<file path="src/design/dq_pkg.sv">
`timescale 1ns / 1ps
`default_nettype none
// ----------------------------------------------------------------------------
// dq_pkg
// Shared types, constants and ring helpers for the double-ended queue.
// ----------------------------------------------------------------------------
package dq_pkg;

    // storage geometry
    localparam int DEPTH    = 64;
    localparam int IDX_W    = $clog2(DEPTH);
    localparam int CNT_W    = $clog2(DEPTH + 1);
    localparam int SUM_W    = IDX_W + 1;
    localparam int DATA_W   = 32;
    localparam int KIND_W   = 3;
    localparam int STATUS_W = 2;

    // command queue between front and back
    localparam int CQ_DEPTH = 2;
    localparam int CQ_IDX_W = $clog2(CQ_DEPTH);
    localparam int CQ_CNT_W = $clog2(CQ_DEPTH + 1);

    // input kind codes
    localparam logic [KIND_W-1:0] KIND_PUSH_FRONT = 3'd0;
    localparam logic [KIND_W-1:0] KIND_PUSH_BACK  = 3'd1;
    localparam logic [KIND_W-1:0] KIND_POP_FRONT  = 3'd2;
    localparam logic [KIND_W-1:0] KIND_POP_BACK   = 3'd3;
    localparam logic [KIND_W-1:0] KIND_DUMP_FWD   = 3'd4;
    localparam logic [KIND_W-1:0] KIND_DUMP_REV   = 3'd5;

    // result status codes
    localparam logic [STATUS_W-1:0] STAT_OK    = 2'd0;
    localparam logic [STATUS_W-1:0] STAT_EMPTY = 2'd1;
    localparam logic [STATUS_W-1:0] STAT_FULL  = 2'd2;

    typedef logic [IDX_W-1:0] t_idx;
    typedef logic [CNT_W-1:0] t_cnt;

    // decoded operation
    typedef enum logic [1:0] {
        OP_PUSH,
        OP_POP,
        OP_DUMP,
        OP_NOP
    } t_op;

    // decoded command: at_front selects the front end (push/pop)
    // or front-to-back order (dump)
    typedef struct packed {
        t_op                op;
        logic               at_front;
        logic [DATA_W-1:0]  value;
    } t_cmd;

    // command queue status seen by the front
    typedef struct packed {
        logic full;
        logic empty;
    } t_cq_stat;

    // back end sequencer states
    typedef enum logic [1:0] {
        ST_IDLE,
        ST_POP,
        ST_DUMP
    } t_state;

    // ring position front + off, off below DEPTH
    function automatic t_idx ring_add(input t_idx front, input t_cnt off);
        logic [SUM_W-1:0] sum;
        sum = SUM_W'(front) + SUM_W'(off);
        if (sum >= SUM_W'(DEPTH)) begin
            sum = sum - SUM_W'(DEPTH);
        end
        return IDX_W'(sum);
    endfunction

    // ring position one before front
    function automatic t_idx ring_dec(input t_idx front);
        t_idx res;
        if (front == '0) begin
            res = IDX_W'(DEPTH - 1);
        end else begin
            res = front - 1'b1;
        end
        return res;
    endfunction

endpackage
`default_nettype wire

</file>
<file path="src/design/dq_front.sv">
`timescale 1ns / 1ps
`default_nettype none
// ----------------------------------------------------------------------------
// dq_front
// Accepts input items and decodes the kind field into a queue command.
// ----------------------------------------------------------------------------
module dq_front (
    input  wire logic                       i_clk,
    input  wire logic                       i_rst_n,
    input  wire logic                       i_in_valid,
    output logic                            o_in_stall,
    input  wire logic [dq_pkg::KIND_W-1:0]  i_kind,
    input  wire logic [dq_pkg::DATA_W-1:0]  i_value,
    input  wire dq_pkg::t_cq_stat           i_cq_stat,
    output logic                            o_cq_push,
    output dq_pkg::t_cmd                    o_cq_cmd
);

    logic r_seen;
    logic n_seen;

    // stall only when the command queue has no room
    assign o_in_stall = i_cq_stat.full;
    assign o_cq_push  = i_in_valid && !i_cq_stat.full;

    // kind decode
    always_comb begin
        o_cq_cmd.value    = i_value;
        o_cq_cmd.at_front = 1'b0;
        o_cq_cmd.op       = dq_pkg::OP_NOP;
        case (i_kind)
            dq_pkg::KIND_PUSH_FRONT: begin
                o_cq_cmd.op       = dq_pkg::OP_PUSH;
                o_cq_cmd.at_front = 1'b1;
            end
            dq_pkg::KIND_PUSH_BACK: begin
                o_cq_cmd.op       = dq_pkg::OP_PUSH;
            end
            dq_pkg::KIND_POP_FRONT: begin
                o_cq_cmd.op       = dq_pkg::OP_POP;
                o_cq_cmd.at_front = 1'b1;
            end
            dq_pkg::KIND_POP_BACK: begin
                o_cq_cmd.op       = dq_pkg::OP_POP;
            end
            dq_pkg::KIND_DUMP_FWD: begin
                o_cq_cmd.op       = dq_pkg::OP_DUMP;
                o_cq_cmd.at_front = 1'b1;
            end
            dq_pkg::KIND_DUMP_REV: begin
                o_cq_cmd.op       = dq_pkg::OP_DUMP;
            end
            default: begin
                o_cq_cmd.op       = dq_pkg::OP_NOP;
            end
        endcase
    end

    // first-item flag after reset
    assign n_seen = r_seen || o_cq_push;

    always_ff @(posedge i_clk) begin
        if (!i_rst_n) begin
            r_seen <= 1'b0;
        end else begin
            r_seen <= n_seen;
        end
    end

`ifndef SYNTHESIS
    // nothing enters the queue while the input side is stalled
    a_no_push_on_stall: assert property (@(posedge i_clk) disable iff (!i_rst_n)
        o_cq_push |-> !o_in_stall && r_seen == $past(n_seen))
        else $error("front pushed while stalled");
`endif

endmodule
`default_nettype wire

</file>
<file path="src/design/dq_cmd_fifo.sv">
`timescale 1ns / 1ps
`default_nettype none
// ----------------------------------------------------------------------------
// dq_cmd_fifo
// Short command queue that decouples the decode front from the back end.
// ----------------------------------------------------------------------------
module dq_cmd_fifo (
    input  wire logic               i_clk,
    input  wire logic               i_rst_n,
    input  wire logic               i_push,
    input  wire dq_pkg::t_cmd       i_cmd,
    input  wire logic               i_pop,
    output dq_pkg::t_cmd            o_cmd,
    output dq_pkg::t_cq_stat        o_stat
);

    dq_pkg::t_cmd                   r_buf [dq_pkg::CQ_DEPTH];
    logic [dq_pkg::CQ_IDX_W-1:0]    r_wr_ptr;
    logic [dq_pkg::CQ_IDX_W-1:0]    r_rd_ptr;
    logic [dq_pkg::CQ_CNT_W-1:0]    r_count;
    logic [dq_pkg::CQ_IDX_W-1:0]    n_wr_ptr;
    logic [dq_pkg::CQ_IDX_W-1:0]    n_rd_ptr;
    logic [dq_pkg::CQ_CNT_W-1:0]    n_count;

    assign o_stat.full  = (r_count == dq_pkg::CQ_CNT_W'(dq_pkg::CQ_DEPTH));
    assign o_stat.empty = (r_count == '0);
    assign o_cmd        = r_buf[r_rd_ptr];

    // pointer and fill updates
    always_comb begin
        n_wr_ptr = r_wr_ptr;
        n_rd_ptr = r_rd_ptr;
        n_count  = r_count;
        if (i_push) begin
            n_wr_ptr = (r_wr_ptr == dq_pkg::CQ_IDX_W'(dq_pkg::CQ_DEPTH - 1)) ?
                       '0 : r_wr_ptr + 1'b1;
        end
        if (i_pop) begin
            n_rd_ptr = (r_rd_ptr == dq_pkg::CQ_IDX_W'(dq_pkg::CQ_DEPTH - 1)) ?
                       '0 : r_rd_ptr + 1'b1;
        end
        if (i_push && !i_pop) begin
            n_count = r_count + 1'b1;
        end else if (i_pop && !i_push) begin
            n_count = r_count - 1'b1;
        end
    end

    always_ff @(posedge i_clk) begin
        if (!i_rst_n) begin
            r_wr_ptr <= '0;
            r_rd_ptr <= '0;
            r_count  <= '0;
        end else begin
            r_wr_ptr <= n_wr_ptr;
            r_rd_ptr <= n_rd_ptr;
            r_count  <= n_count;
        end
    end

    // entry storage
    always_ff @(posedge i_clk) begin
        if (i_push) begin
            r_buf[r_wr_ptr] <= i_cmd;
        end
    end

`ifndef SYNTHESIS
    // never written when full
    a_no_overflow: assert property (@(posedge i_clk) disable iff (!i_rst_n)
        i_push |-> !o_stat.full)
        else $error("command queue overflow");

    // never read when empty
    a_no_underflow: assert property (@(posedge i_clk) disable iff (!i_rst_n)
        i_pop |-> !o_stat.empty)
        else $error("command queue underflow");
`endif

endmodule
`default_nettype wire

</file>
<file path="src/design/dq_back.sv">
`timescale 1ns / 1ps
`default_nettype none
// ----------------------------------------------------------------------------
// dq_back
// Executes queue commands on the ring store and drives the result register.
// ----------------------------------------------------------------------------
module dq_back (
    input  wire logic                           i_clk,
    input  wire logic                           i_rst_n,
    input  wire dq_pkg::t_cmd                   i_cmd,
    input  wire logic                           i_cmd_valid,
    output logic                                o_cmd_pop,
    output logic                                o_out_valid,
    input  wire logic                           i_out_stall,
    output logic [dq_pkg::DATA_W-1:0]           o_data,
    output logic [dq_pkg::STATUS_W-1:0]         o_status,
    output logic                                o_last
);

    // ring store, read data registered
    logic [dq_pkg::DATA_W-1:0]      r_store [dq_pkg::DEPTH];
    logic [dq_pkg::DATA_W-1:0]      r_rd_data;

    dq_pkg::t_state                 r_state;
    dq_pkg::t_state                 n_state;
    dq_pkg::t_idx                   r_front;
    dq_pkg::t_idx                   n_front;
    dq_pkg::t_cnt                   r_count;
    dq_pkg::t_cnt                   n_count;
    dq_pkg::t_cnt                   r_pos;
    dq_pkg::t_cnt                   n_pos;
    logic                           r_fwd;
    logic                           n_fwd;

    logic                           r_out_valid;
    logic [dq_pkg::DATA_W-1:0]      r_out_data;
    logic [dq_pkg::STATUS_W-1:0]    r_out_status;
    logic                           r_out_last;

    logic                           out_free;
    logic                           q_empty;
    logic                           q_full;
    logic                           dump_last;
    logic                           take_cmd;
    logic                           wr_en;
    dq_pkg::t_idx                   wr_addr;
    logic                           rd_en;
    dq_pkg::t_idx                   rd_addr;
    logic                           load_out;
    logic [dq_pkg::DATA_W-1:0]      out_data;
    logic [dq_pkg::STATUS_W-1:0]    out_status;
    logic                           out_last;

    assign out_free  = !r_out_valid || !i_out_stall;
    assign q_empty   = (r_count == '0);
    assign q_full    = (r_count == dq_pkg::CNT_W'(dq_pkg::DEPTH));
    assign dump_last = (r_pos == r_count - 1'b1);
    assign take_cmd  = (r_state == dq_pkg::ST_IDLE) && i_cmd_valid && out_free;

    // next state
    always_comb begin
        n_state = r_state;
        case (r_state)
            dq_pkg::ST_IDLE: begin
                if (take_cmd && !q_empty) begin
                    if (i_cmd.op == dq_pkg::OP_POP) begin
                        n_state = dq_pkg::ST_POP;
                    end else if (i_cmd.op == dq_pkg::OP_DUMP) begin
                        n_state = dq_pkg::ST_DUMP;
                    end
                end
            end
            dq_pkg::ST_POP: begin
                if (out_free) begin
                    n_state = dq_pkg::ST_IDLE;
                end
            end
            dq_pkg::ST_DUMP: begin
                if (out_free && dump_last) begin
                    n_state = dq_pkg::ST_IDLE;
                end
            end
            default: begin
                n_state = dq_pkg::ST_IDLE;
            end
        endcase
    end

    // datapath control
    always_comb begin
        o_cmd_pop  = 1'b0;
        wr_en      = 1'b0;
        wr_addr    = r_front;
        rd_en      = 1'b0;
        rd_addr    = r_front;
        load_out   = 1'b0;
        out_data   = '0;
        out_status = dq_pkg::STAT_OK;
        out_last   = 1'b1;
        n_front    = r_front;
        n_count    = r_count;
        n_pos      = r_pos;
        n_fwd      = r_fwd;
        case (r_state)
            dq_pkg::ST_IDLE: begin
                if (take_cmd) begin
                    o_cmd_pop = 1'b1;
                    case (i_cmd.op)
                        dq_pkg::OP_PUSH: begin
                            load_out = 1'b1;
                            if (q_full) begin
                                out_status = dq_pkg::STAT_FULL;
                            end else begin
                                wr_en   = 1'b1;
                                n_count = r_count + 1'b1;
                                if (i_cmd.at_front) begin
                                    wr_addr = dq_pkg::ring_dec(r_front);
                                    n_front = dq_pkg::ring_dec(r_front);
                                end else begin
                                    wr_addr = dq_pkg::ring_add(r_front, r_count);
                                end
                            end
                        end
                        dq_pkg::OP_POP: begin
                            if (q_empty) begin
                                load_out   = 1'b1;
                                out_status = dq_pkg::STAT_EMPTY;
                            end else begin
                                rd_en   = 1'b1;
                                n_count = r_count - 1'b1;
                                if (i_cmd.at_front) begin
                                    rd_addr = r_front;
                                    n_front = dq_pkg::ring_add(r_front,
                                                               dq_pkg::CNT_W'(1));
                                end else begin
                                    rd_addr = dq_pkg::ring_add(r_front,
                                                               r_count - 1'b1);
                                end
                            end
                        end
                        dq_pkg::OP_DUMP: begin
                            if (q_empty) begin
                                load_out   = 1'b1;
                                out_status = dq_pkg::STAT_EMPTY;
                            end else begin
                                rd_en = 1'b1;
                                n_pos = '0;
                                n_fwd = i_cmd.at_front;
                                if (i_cmd.at_front) begin
                                    rd_addr = r_front;
                                end else begin
                                    rd_addr = dq_pkg::ring_add(r_front,
                                                               r_count - 1'b1);
                                end
                            end
                        end
                        default: begin
                            load_out = 1'b1;
                        end
                    endcase
                end
            end
            dq_pkg::ST_POP: begin
                if (out_free) begin
                    load_out = 1'b1;
                    out_data = r_rd_data;
                end
            end
            dq_pkg::ST_DUMP: begin
                if (out_free) begin
                    load_out = 1'b1;
                    out_data = r_rd_data;
                    out_last = dump_last;
                    // fetch the next element while this one goes out
                    if (!dump_last) begin
                        rd_en = 1'b1;
                        n_pos = r_pos + 1'b1;
                        if (r_fwd) begin
                            rd_addr = dq_pkg::ring_add(r_front, r_pos + 1'b1);
                        end else begin
                            rd_addr = dq_pkg::ring_add(r_front,
                                                       r_count - 2'd2 - r_pos);
                        end
                    end
                end
            end
            default: begin
                load_out = 1'b0;
            end
        endcase
    end

    // control registers
    always_ff @(posedge i_clk) begin
        if (!i_rst_n) begin
            r_state     <= dq_pkg::ST_IDLE;
            r_front     <= '0;
            r_count     <= '0;
            r_pos       <= '0;
            r_fwd       <= 1'b0;
            r_out_valid <= 1'b0;
        end else begin
            r_state <= n_state;
            r_front <= n_front;
            r_count <= n_count;
            r_pos   <= n_pos;
            r_fwd   <= n_fwd;
            if (load_out) begin
                r_out_valid <= 1'b1;
            end else if (!i_out_stall) begin
                r_out_valid <= 1'b0;
            end
        end
    end

    // result payload
    always_ff @(posedge i_clk) begin
        if (load_out) begin
            r_out_data   <= out_data;
            r_out_status <= out_status;
            r_out_last   <= out_last;
        end
    end

    // ring store write and registered read
    always_ff @(posedge i_clk) begin
        if (wr_en) begin
            r_store[wr_addr] <= i_cmd.value;
        end
        if (rd_en) begin
            r_rd_data <= r_store[rd_addr];
        end
    end

    assign o_out_valid = r_out_valid;
    assign o_data      = r_out_data;
    assign o_status    = r_out_status;
    assign o_last      = r_out_last;

`ifndef SYNTHESIS
    // occupancy stays within the ring
    a_count_range: assert property (@(posedge i_clk) disable iff (!i_rst_n)
        r_count <= dq_pkg::CNT_W'(dq_pkg::DEPTH))
        else $error("element count out of range");

    // a waiting result is never overwritten
    a_no_result_overwrite: assert property (@(posedge i_clk) disable iff (!i_rst_n)
        (r_out_valid && i_out_stall) |-> !load_out)
        else $error("stalled result overwritten");

    // a dump walk never runs past the stored elements
    a_dump_in_range: assert property (@(posedge i_clk) disable iff (!i_rst_n)
        (r_state == dq_pkg::ST_DUMP) |-> (r_pos < r_count))
        else $error("dump position beyond element count");
`endif

endmodule
`default_nettype wire

</file>
<file path="src/design/double_ended_queue_core.sv">
`timescale 1ns / 1ps
`default_nettype none
// ----------------------------------------------------------------------------
// double_ended_queue_core
// Bounded double-ended queue of signed 32-bit values held in a ring store.
// ----------------------------------------------------------------------------
// Each item carries a kind (push front/back, pop front/back, dump forward/
// reverse) and a value used by pushes. A decode front places commands into a
// two-entry command queue, and a back end executes them on a 64-entry ring
// memory with a registered read port, so input and output stall on their
// own. Push, failed pop, empty dump and unused kinds each give one result;
// a successful pop first reads the ring memory through its registered port;
// a dump of n elements gives n results, one per cycle from the read port
// while the output does not stall, last set on the final result. Results sit
// in an output register; the back end takes the next command in the cycle the
// waiting result leaves, and while results stall, up to two commands collect
// in the command queue before the input stalls.
// ----------------------------------------------------------------------------
module double_ended_queue_core (
    input  wire logic                           i_clk,
    input  wire logic                           i_rst_n,
    input  wire logic                           i_in_valid,
    output logic                                o_in_stall,
    input  wire logic [dq_pkg::KIND_W-1:0]      i_kind,
    input  wire logic signed [dq_pkg::DATA_W-1:0] i_value,
    output logic                                o_out_valid,
    input  wire logic                           i_out_stall,
    output logic signed [dq_pkg::DATA_W-1:0]    o_data,
    output logic [dq_pkg::STATUS_W-1:0]         o_status,
    output logic                                o_last
);

    dq_pkg::t_cq_stat   cq_stat;
    dq_pkg::t_cmd       cq_in_cmd;
    dq_pkg::t_cmd       cq_out_cmd;
    logic               cq_push;
    logic               cq_pop;
    logic [dq_pkg::DATA_W-1:0] back_data;

    // decode front
    dq_front u_front (
        .i_clk      (i_clk),
        .i_rst_n    (i_rst_n),
        .i_in_valid (i_in_valid),
        .o_in_stall (o_in_stall),
        .i_kind     (i_kind),
        .i_value    (i_value),
        .i_cq_stat  (cq_stat),
        .o_cq_push  (cq_push),
        .o_cq_cmd   (cq_in_cmd)
    );

    // command queue
    dq_cmd_fifo u_cmd_fifo (
        .i_clk   (i_clk),
        .i_rst_n (i_rst_n),
        .i_push  (cq_push),
        .i_cmd   (cq_in_cmd),
        .i_pop   (cq_pop),
        .o_cmd   (cq_out_cmd),
        .o_stat  (cq_stat)
    );

    // execution back end
    dq_back u_back (
        .i_clk       (i_clk),
        .i_rst_n     (i_rst_n),
        .i_cmd       (cq_out_cmd),
        .i_cmd_valid (!cq_stat.empty),
        .o_cmd_pop   (cq_pop),
        .o_out_valid (o_out_valid),
        .i_out_stall (i_out_stall),
        .o_data      (back_data),
        .o_status    (o_status),
        .o_last      (o_last)
    );

    assign o_data = signed'(back_data);

endmodule
`default_nettype wire

</file>
<file path="config.mk">
export PLATFORM = sky130hd
export DESIGN_NAME = double_ended_queue_core
export DESIGN_NICKNAME = d
export VERILOG_FILES = /design/src/design/dq_pkg.sv /design/src/design/dq_front.sv /design/src/design/dq_cmd_fifo.sv /design/src/design/dq_back.sv /design/src/design/double_ended_queue_core.sv
export SDC_FILE = /design/constraint.sdc
export NUM_CORES = 2
export LEC_CHECK = 0
export BUFFER_PORTS_ARGS = -buffer_cell sky130_fd_sc_hd__buf_2
export CAP_MARGIN = 20
export CORE_MARGIN = 2
export CORE_UTILIZATION = 50
export CTS_BUF_LIST = sky130_fd_sc_hd__clkbuf_16
export DETAILED_ROUTE_END_ITERATION = 7
export PLACE_DENSITY = 0.68
export SYNTH_ARGS = -nofsm -noshare
export SYNTH_HDL_FRONTEND = slang
export SYNTH_SLANG_ARGS = --single-unit
</file>
<file path="constraint.sdc">
create_clock -name i_clk -period 4.64 [get_ports i_clk]
set_clock_uncertainty 0.05 [all_clocks]
set_input_delay 0.464 -clock i_clk [delete_from_list [all_inputs] [get_ports i_clk]]
set_output_delay 0.464 -clock i_clk [all_outputs]
set_load 0.02 [all_outputs]
</file>
==> Word level (Yosys, flattened, before mapping) <==
Memory sizes are Yosys's and may differ from the RTL's. A register that Yosys moved wholly into a read port is not among the register bits.
Cells that the tools add are included.
{ "classes": {"n_eq_ne": 26, "n_shift": 0, "n_reduce_logical": 38, "n_bitwise": 1, "order_cmp": 5, "n_mul": 0, "n_mux": 73, "div": 0, "add_sub_neg": 20} }
{ "ops": {"columns": ["cell", "n"], "rows": [
  ["$mux 6", 22],
  ["$mux 7", 7],
  ["$sub 6x1->6 const B", 6],
  ["$ge 7x7->1 const B", 5],
  ["$add 6x7->7", 4],
  ["$pmux 7 s2", 2],
  ["$mux 1", 27],
  ["$pmux 6 s2", 2],
  ["$mux 2", 8],
  ["$add 7x1->7 const B", 2],
  ["$ne 2x1->1 const B", 7],
  ["$ne 2x2->1 const B", 6],
  ["$pmux 2 s3", 2],
  ["$reduce_or 2->1", 5],
  ["$reduce_and 4->1", 2],
  ["$add 6x1->7 const B", 1],
  ["$eq 7x7->1", 1],
  ["$eq 7x7->1 const B", 1],
  ["$logic_and 1x1->1", 7],
  ["$logic_not 1->1", 7],
  ["$logic_not 7->1", 1],
  ["$reduce_and 7->1", 1],
  ["$sub 7x1->7 const B", 1],
  ["$sub 7x2->7 const B", 1],
  ["22 further kinds", 35]
]} }
{ "word_totals": {"elab_cells": 177, "regBits": 63, "input_bits": 39, "mem_bits_rw": 2118, "n_memories": 2, "mem_bits_ro": 0, "latch_bits": 0} }
{ "memory_table": {"columns": ["memory", "words", "width", "read_ports", "rd_ports_with_merged_regs", "write_ports", "line", "rtl"], "rows": [
  ["u_back.r_store", 64, 32, 1, 1, 1, "dq_back.sv:21", "logic [dq_pkg::DATA_W-1:0] r_store [dq_pkg::DEPTH];"],
  ["u_cmd_fifo.r_buf", 2, 35, 1, 1, 1, "dq_cmd_fifo.sv:17", "dq_pkg::t_cmd r_buf [dq_pkg::CQ_DEPTH];"]
]} }

==> Logic depth before layout (Yosys ltp) <==
{ "logic_depth": {"ltp_word": 9, "ltp_mapped": 20, "ltp_nobuf": 18} }

==> Modules after synthesis <==
Synthesis repeated with hierarchy kept, for this count alone.
{ "hier_totals": {"cells_unflattened": 6418, "area_unflattened_um2": 88743.9} }
{ "modules_own_cells": {"columns": ["module", "n_inst", "cells_per_inst", "seq_area_each_um2", "area_per_inst_um2"], "rows": [
  ["dq_back", 1, 6249, 63991.4, 85724.7],
  ["dq_cmd_fifo", 1, 131, 2202.1, 2742.6],
  ["dq_front", 1, 37, 0.0, 272.8],
  ["double_ended_queue_core", 1, 1, 0.0, 3.8]
]} }

==> Least setup slack after synthesis <==
No wires, ideal clock.
{ "synth_timing": {"path_kind": "flip-flop to flip-flop", "from": "register with a tool-made name", "to": "memory u_back.r_store[16][0] (netlist bit), enable pin", "required_time_ns": 4.169, "setup_ns": 0.421, "stages_incl_launch_ff": 13, "arrival_time_ns": 3.932, "period_less_slack_ns": 4.403, "setup_slack_ns": 0.237, "path_cell_list": "dfxtp_1 > clkbuf_1 > clkbuf_1 > mux2i_1 > ha_1 > and3_1 > clkbuf_1 > o211ai_1 > o21ai_0 > nor2b_1 > nand2b_1 > clkbuf_1 > nor2_1"} }
{ "synth_rtl": {"columns": ["element", "line"], "rows": [
  ["to (decl)", "dq_back.sv:21"]
]} }

==> Worst setup path in the final report <==
{ "layout_timing": {"from": "register u_back.r_count[1]", "to": "register u_back.r_rd_data[19] (netlist bit), read port of u_back.r_store (data pin)"} }
{ "layout_via": {"elab_chain_len": 9, "elab_cells_between_ends": 27} }
{ "layout_rtl": {"columns": ["element", "line", "rtl"], "rows": [
  ["from (decl)", "dq_back.sv:28", "dq_pkg::t_cnt r_count;"],
  ["from (signal assigned)", "dq_back.sv:205", "r_count <= n_count;"],
  ["$sub 7x2->7 / $sub 7x1->7 (equally long branches)", null, null],
  ["$sub 7x7->7 / $add 6x7->7 (equally long branches)", "dq_back.sv:182, dq_pkg.sv:71", null],
  ["$add 6x7->7 (tied with other cells)", "dq_pkg.sv:71", "sum = SUM_W'(front) + SUM_W'(off);"],
  ["$sub 6x1->6 (tied with other cells)", "dq_pkg.sv:73", "sum = sum - SUM_W'(DEPTH);"],
  ["$mux 6, on equally long branches", "dq_pkg.sv:72, dq_back.sv:131", null],
  ["$mux 6, on equally long branches", "dq_back.sv:178, dq_back.sv:125", null],
  ["$mux 6, on equally long branches", null, null],
  ["$mux 6, on equally long branches", "dq_back.sv:170, dq_back.sv:106", null],
  ["$pmux 6 s2", "dq_back.sv:104", "case (r_state)"],
  ["to (decl)", "dq_back.sv:22", "logic [dq_pkg::DATA_W-1:0] r_rd_data;"]
]} }
Several ways; a longest one is shown, not always the timed one.
A chain may end at the register's enable or synchronous reset.

==> qor.csv <==
metric,value,unit
status,"finished, violations left",
violations,setup timing,
rsz0062_at_grt,true,
max-vdd-ir-drop,604.6,uV
r2r_setup_slack,-0.05,ns
grt_pass1_wl,367000,um
io_pins,76,
die_area,0.1795,mm^2
ant_nets,0,
worst_setup_path_end_kind,flip-flop,
final_nets,6750,
hold_viol,0,
use_met3,0.04082,
grtUsageMet2,0.4524,
rr_endpoint,u_back.r_rd_data[19],
drv_cap,0,
syn-num-nets,6085,
postSynthAreaPerCell,14.68,um^2
cts-root-buf,clkbuf_16,
io_buffers,75,
grt_use_total,0.2780,
start_util,0.5017,
post-place-cells,8648,
wl_per_cell,27.83,um
synth_edf_count,2185,
holdWs,0.04494,ns
post_synth_most_frequent_cells,"edfxtp_1, nand2_1, mux2i_1",
ys_seq_area_frac,0.7517,
grt_max_degree,75,
vias,56410,
hold_path_end,u_cmd_fifo.r_buf[0][34],
gr-total-overflow,0,
grt_pass1_vias,54590,
yosysMostFrequentCell,edfxtp_1,
cp-start-kind,flip-flop,
core_area,0.1755,mm^2
min_path_cells,3,
arrival,5.21,ns
numCtsBuffers,212,
setup_ws,-0.04736,ns
reg2reg_from,u_back.r_count[1],
utilization,0.6027,
syn_area,0.08806,mm^2
crit_path_max_fanout,9,
clk_pin_slew,0.06,ns
rows,154,
cts_sinks,2214,
min-delay-start,i_in_valid,
drive_gt1_frac,0.1911,
top_usage_layer,met2,
cts_buffer_depth,3,
tightest_slew,1.106,ns
post_drt_via_cell_ratio,6.147,
powerDensity,663.6,mW/mm^2
cp.required,5.17,ns
syn_inst,5997,
gp_congestion,0.9184,
wl,255400,um
yosys_warnings,0,
die_width,423.7,um
die_h,423.7,um
synthArstFlopShare,0,
fin_crit_sh,1.010,
finalInstanceArea,0.1058,mm^2
slew_violations,0,
synthTopCellsByArea,"edfxtp_1, nand2_1, mux2i_1",
fin_cells,9177,
r2r_cells,23,
finalPower,70.21,mW
yosys.area.top_type,edfxtp_1,
yosysTopAreaCellShare,0.7451,
placed_cell_area,0.09654,mm^2
synthFlopType,edfxtp_1,
setup_viol_count_final,5,
gr-usage-met1,0.3760,
ctsHtreeMaxLevel,4,
drt_iter0_drc,7626,
max_freq,213.3,MHz
synth_seq_cells,2214,
clk_latency,0.86,ns
hp-class,input port to flip-flop,
p_leak,35.95,nW
fin_crit,4.687,ns
crit_type,flip-flop to flip-flop,
firstDrtPassIters,6,
route.detailed.drc,0,
relSlewSlack,0.2611,
cts_tree,done,
ys_types,83,
antenna_found_initial,11,
area_growth,20.15,%
hpwl,149800,um
metrics by stage:
stage | setup slack (ns) | setup TNS, ns
6_report | -0.04736 | -0.1137
5_1_grt | -0.1179 | -0.7599
4_1_cts | 0.009552 | 0
3_5_place_dp | -0.6958 | -5.219
3_3_place_gp | -0.7400 | -6.867
2_1_floorplan | 0.2366 | 0
worst max-delay path by stage:
stage	from	to	slack, ns	cells after the start
final	u_back.r_count[1]	u_back.r_rd_data[19]	-0.05	23
after global routing	u_back.r_count[1]	u_back.r_rd_data[19]	-0.12	23
after CTS	u_back.r_count[1]	u_back.r_rd_data[5]	0.01	24
after detailed placement	u_back.r_count[1]	u_back.r_rd_data[19]	-0.70	23
after global placement	u_back.r_count[1]	u_back.r_rd_data[19]	-0.74	23
after floorplan	flip-flop	u_back.r_store[16][0]	0.24	12
where the power goes:
part | switching (mW) | internal, mW | total (mW)
clock | 7.40 | 9.38 | 16.8
sequential | 0.296 | 24.8 | 25.0
combinational | 17.5 | 10.9 | 28.4
total | 25.2 | 45.0 | 70.2
what timing repair did:
item	in CTS	in global routing
hold buffers	35	0
setup endpoints to repair	31	32
resized for setup	68	147
cloned	8	8
setup buffers	24	68
pin swaps	28	55
hold endpoints to repair	70	0
state kept, by name, summed over array words and instances, names as in the netlist, named ones only:
register	cells
u_back.o_data	32
u_back.o_last	1
u_back.o_out_valid	1
u_back.o_status	2
u_back.r_count	7
u_back.r_front	6
u_back.r_fwd	1
u_back.r_pos	7
u_back.r_rd_data	32
u_back.r_state	2
u_back.r_store	2048
u_cmd_fifo.r_buf	70
u_cmd_fifo.r_count	2
u_cmd_fifo.r_rd_ptr	1
u_cmd_fifo.r_wr_ptr	1
cell families (layout without fill, tap and decap cells):
kind of cell               after synthesis  after routing  synth area share
muxes                                  448            448           0.05139
DFF                                   2214           2214            0.7517
AOI/OAI and AO/OA                      845            845           0.06378
xor gates and xnor gates                44             44          0.004689
and+or+nand+nor                       1980           1980           0.09905
other                                    0              3                 0
buffers and inverters                  417           1254           0.02175
adders and majority gates               49             49          0.007644
placed cells by master, fill, tap and decap left out, types with 55 or more instances in the layout:
master,netlist,final
a21oi_1,158,157
a311oi_1,59,55
a31oi_1,73,65
and3_1,170,156
buf_12,0,145
buf_2,190,75
buf_4,20,511
clkbuf_16,0,224
edfxtp_1,2185,2185
inv_1,37,86
mux2i_1,415,410
nand2_1,1219,1218
nand3_1,291,288
nand4_1,72,72
nor2_4,2,71
o21ai_0,138,104
o22ai_1,189,182
routing by layer:
layer  vias up  share of wire  wire length [um]
li1      24180              -                 -
met5         -       0.000090                23
met2      3248           0.48            122600
met3       557          0.097             24900
met4         4          0.043             11070
met1     28420           0.38             96770
layout make-up:
cell class	instances	area, um^2
timing repair buffer	828	8625
clock buffer	215	5380
clock inverter	171	1355
antenna	3	7.507
sequential	2214	66200
tap	2340	2928
multi-input combinational	3366	21160
inverter	40	150.1
fill	12710	69730
critical path: stages, from the launching register on:
cell and delay [ns]:
dfxtp_2 0.33, inv_2 0.05, ha_1 0.26, inv_1 0.05, fa_1 0.49, ha_2 0.19, inv_2 0.04, fa_2 0.35
inv_1 0.07, a21o_1 0.10, a21oi_1 0.07, xnor2_1 0.13, o22a_1 0.24, o221ai_2 0.17, buf_4 0.14, a211o_1 0.18
buf_12 0.13, buf_12 0.12, buf_12 0.13, a311o_1 0.19, o2111ai_2 0.20, a2111oi_4 0.44, buf_4 0.19, nand3_1 0.05
No activity file was read; power rests on OpenSTA's default activity.
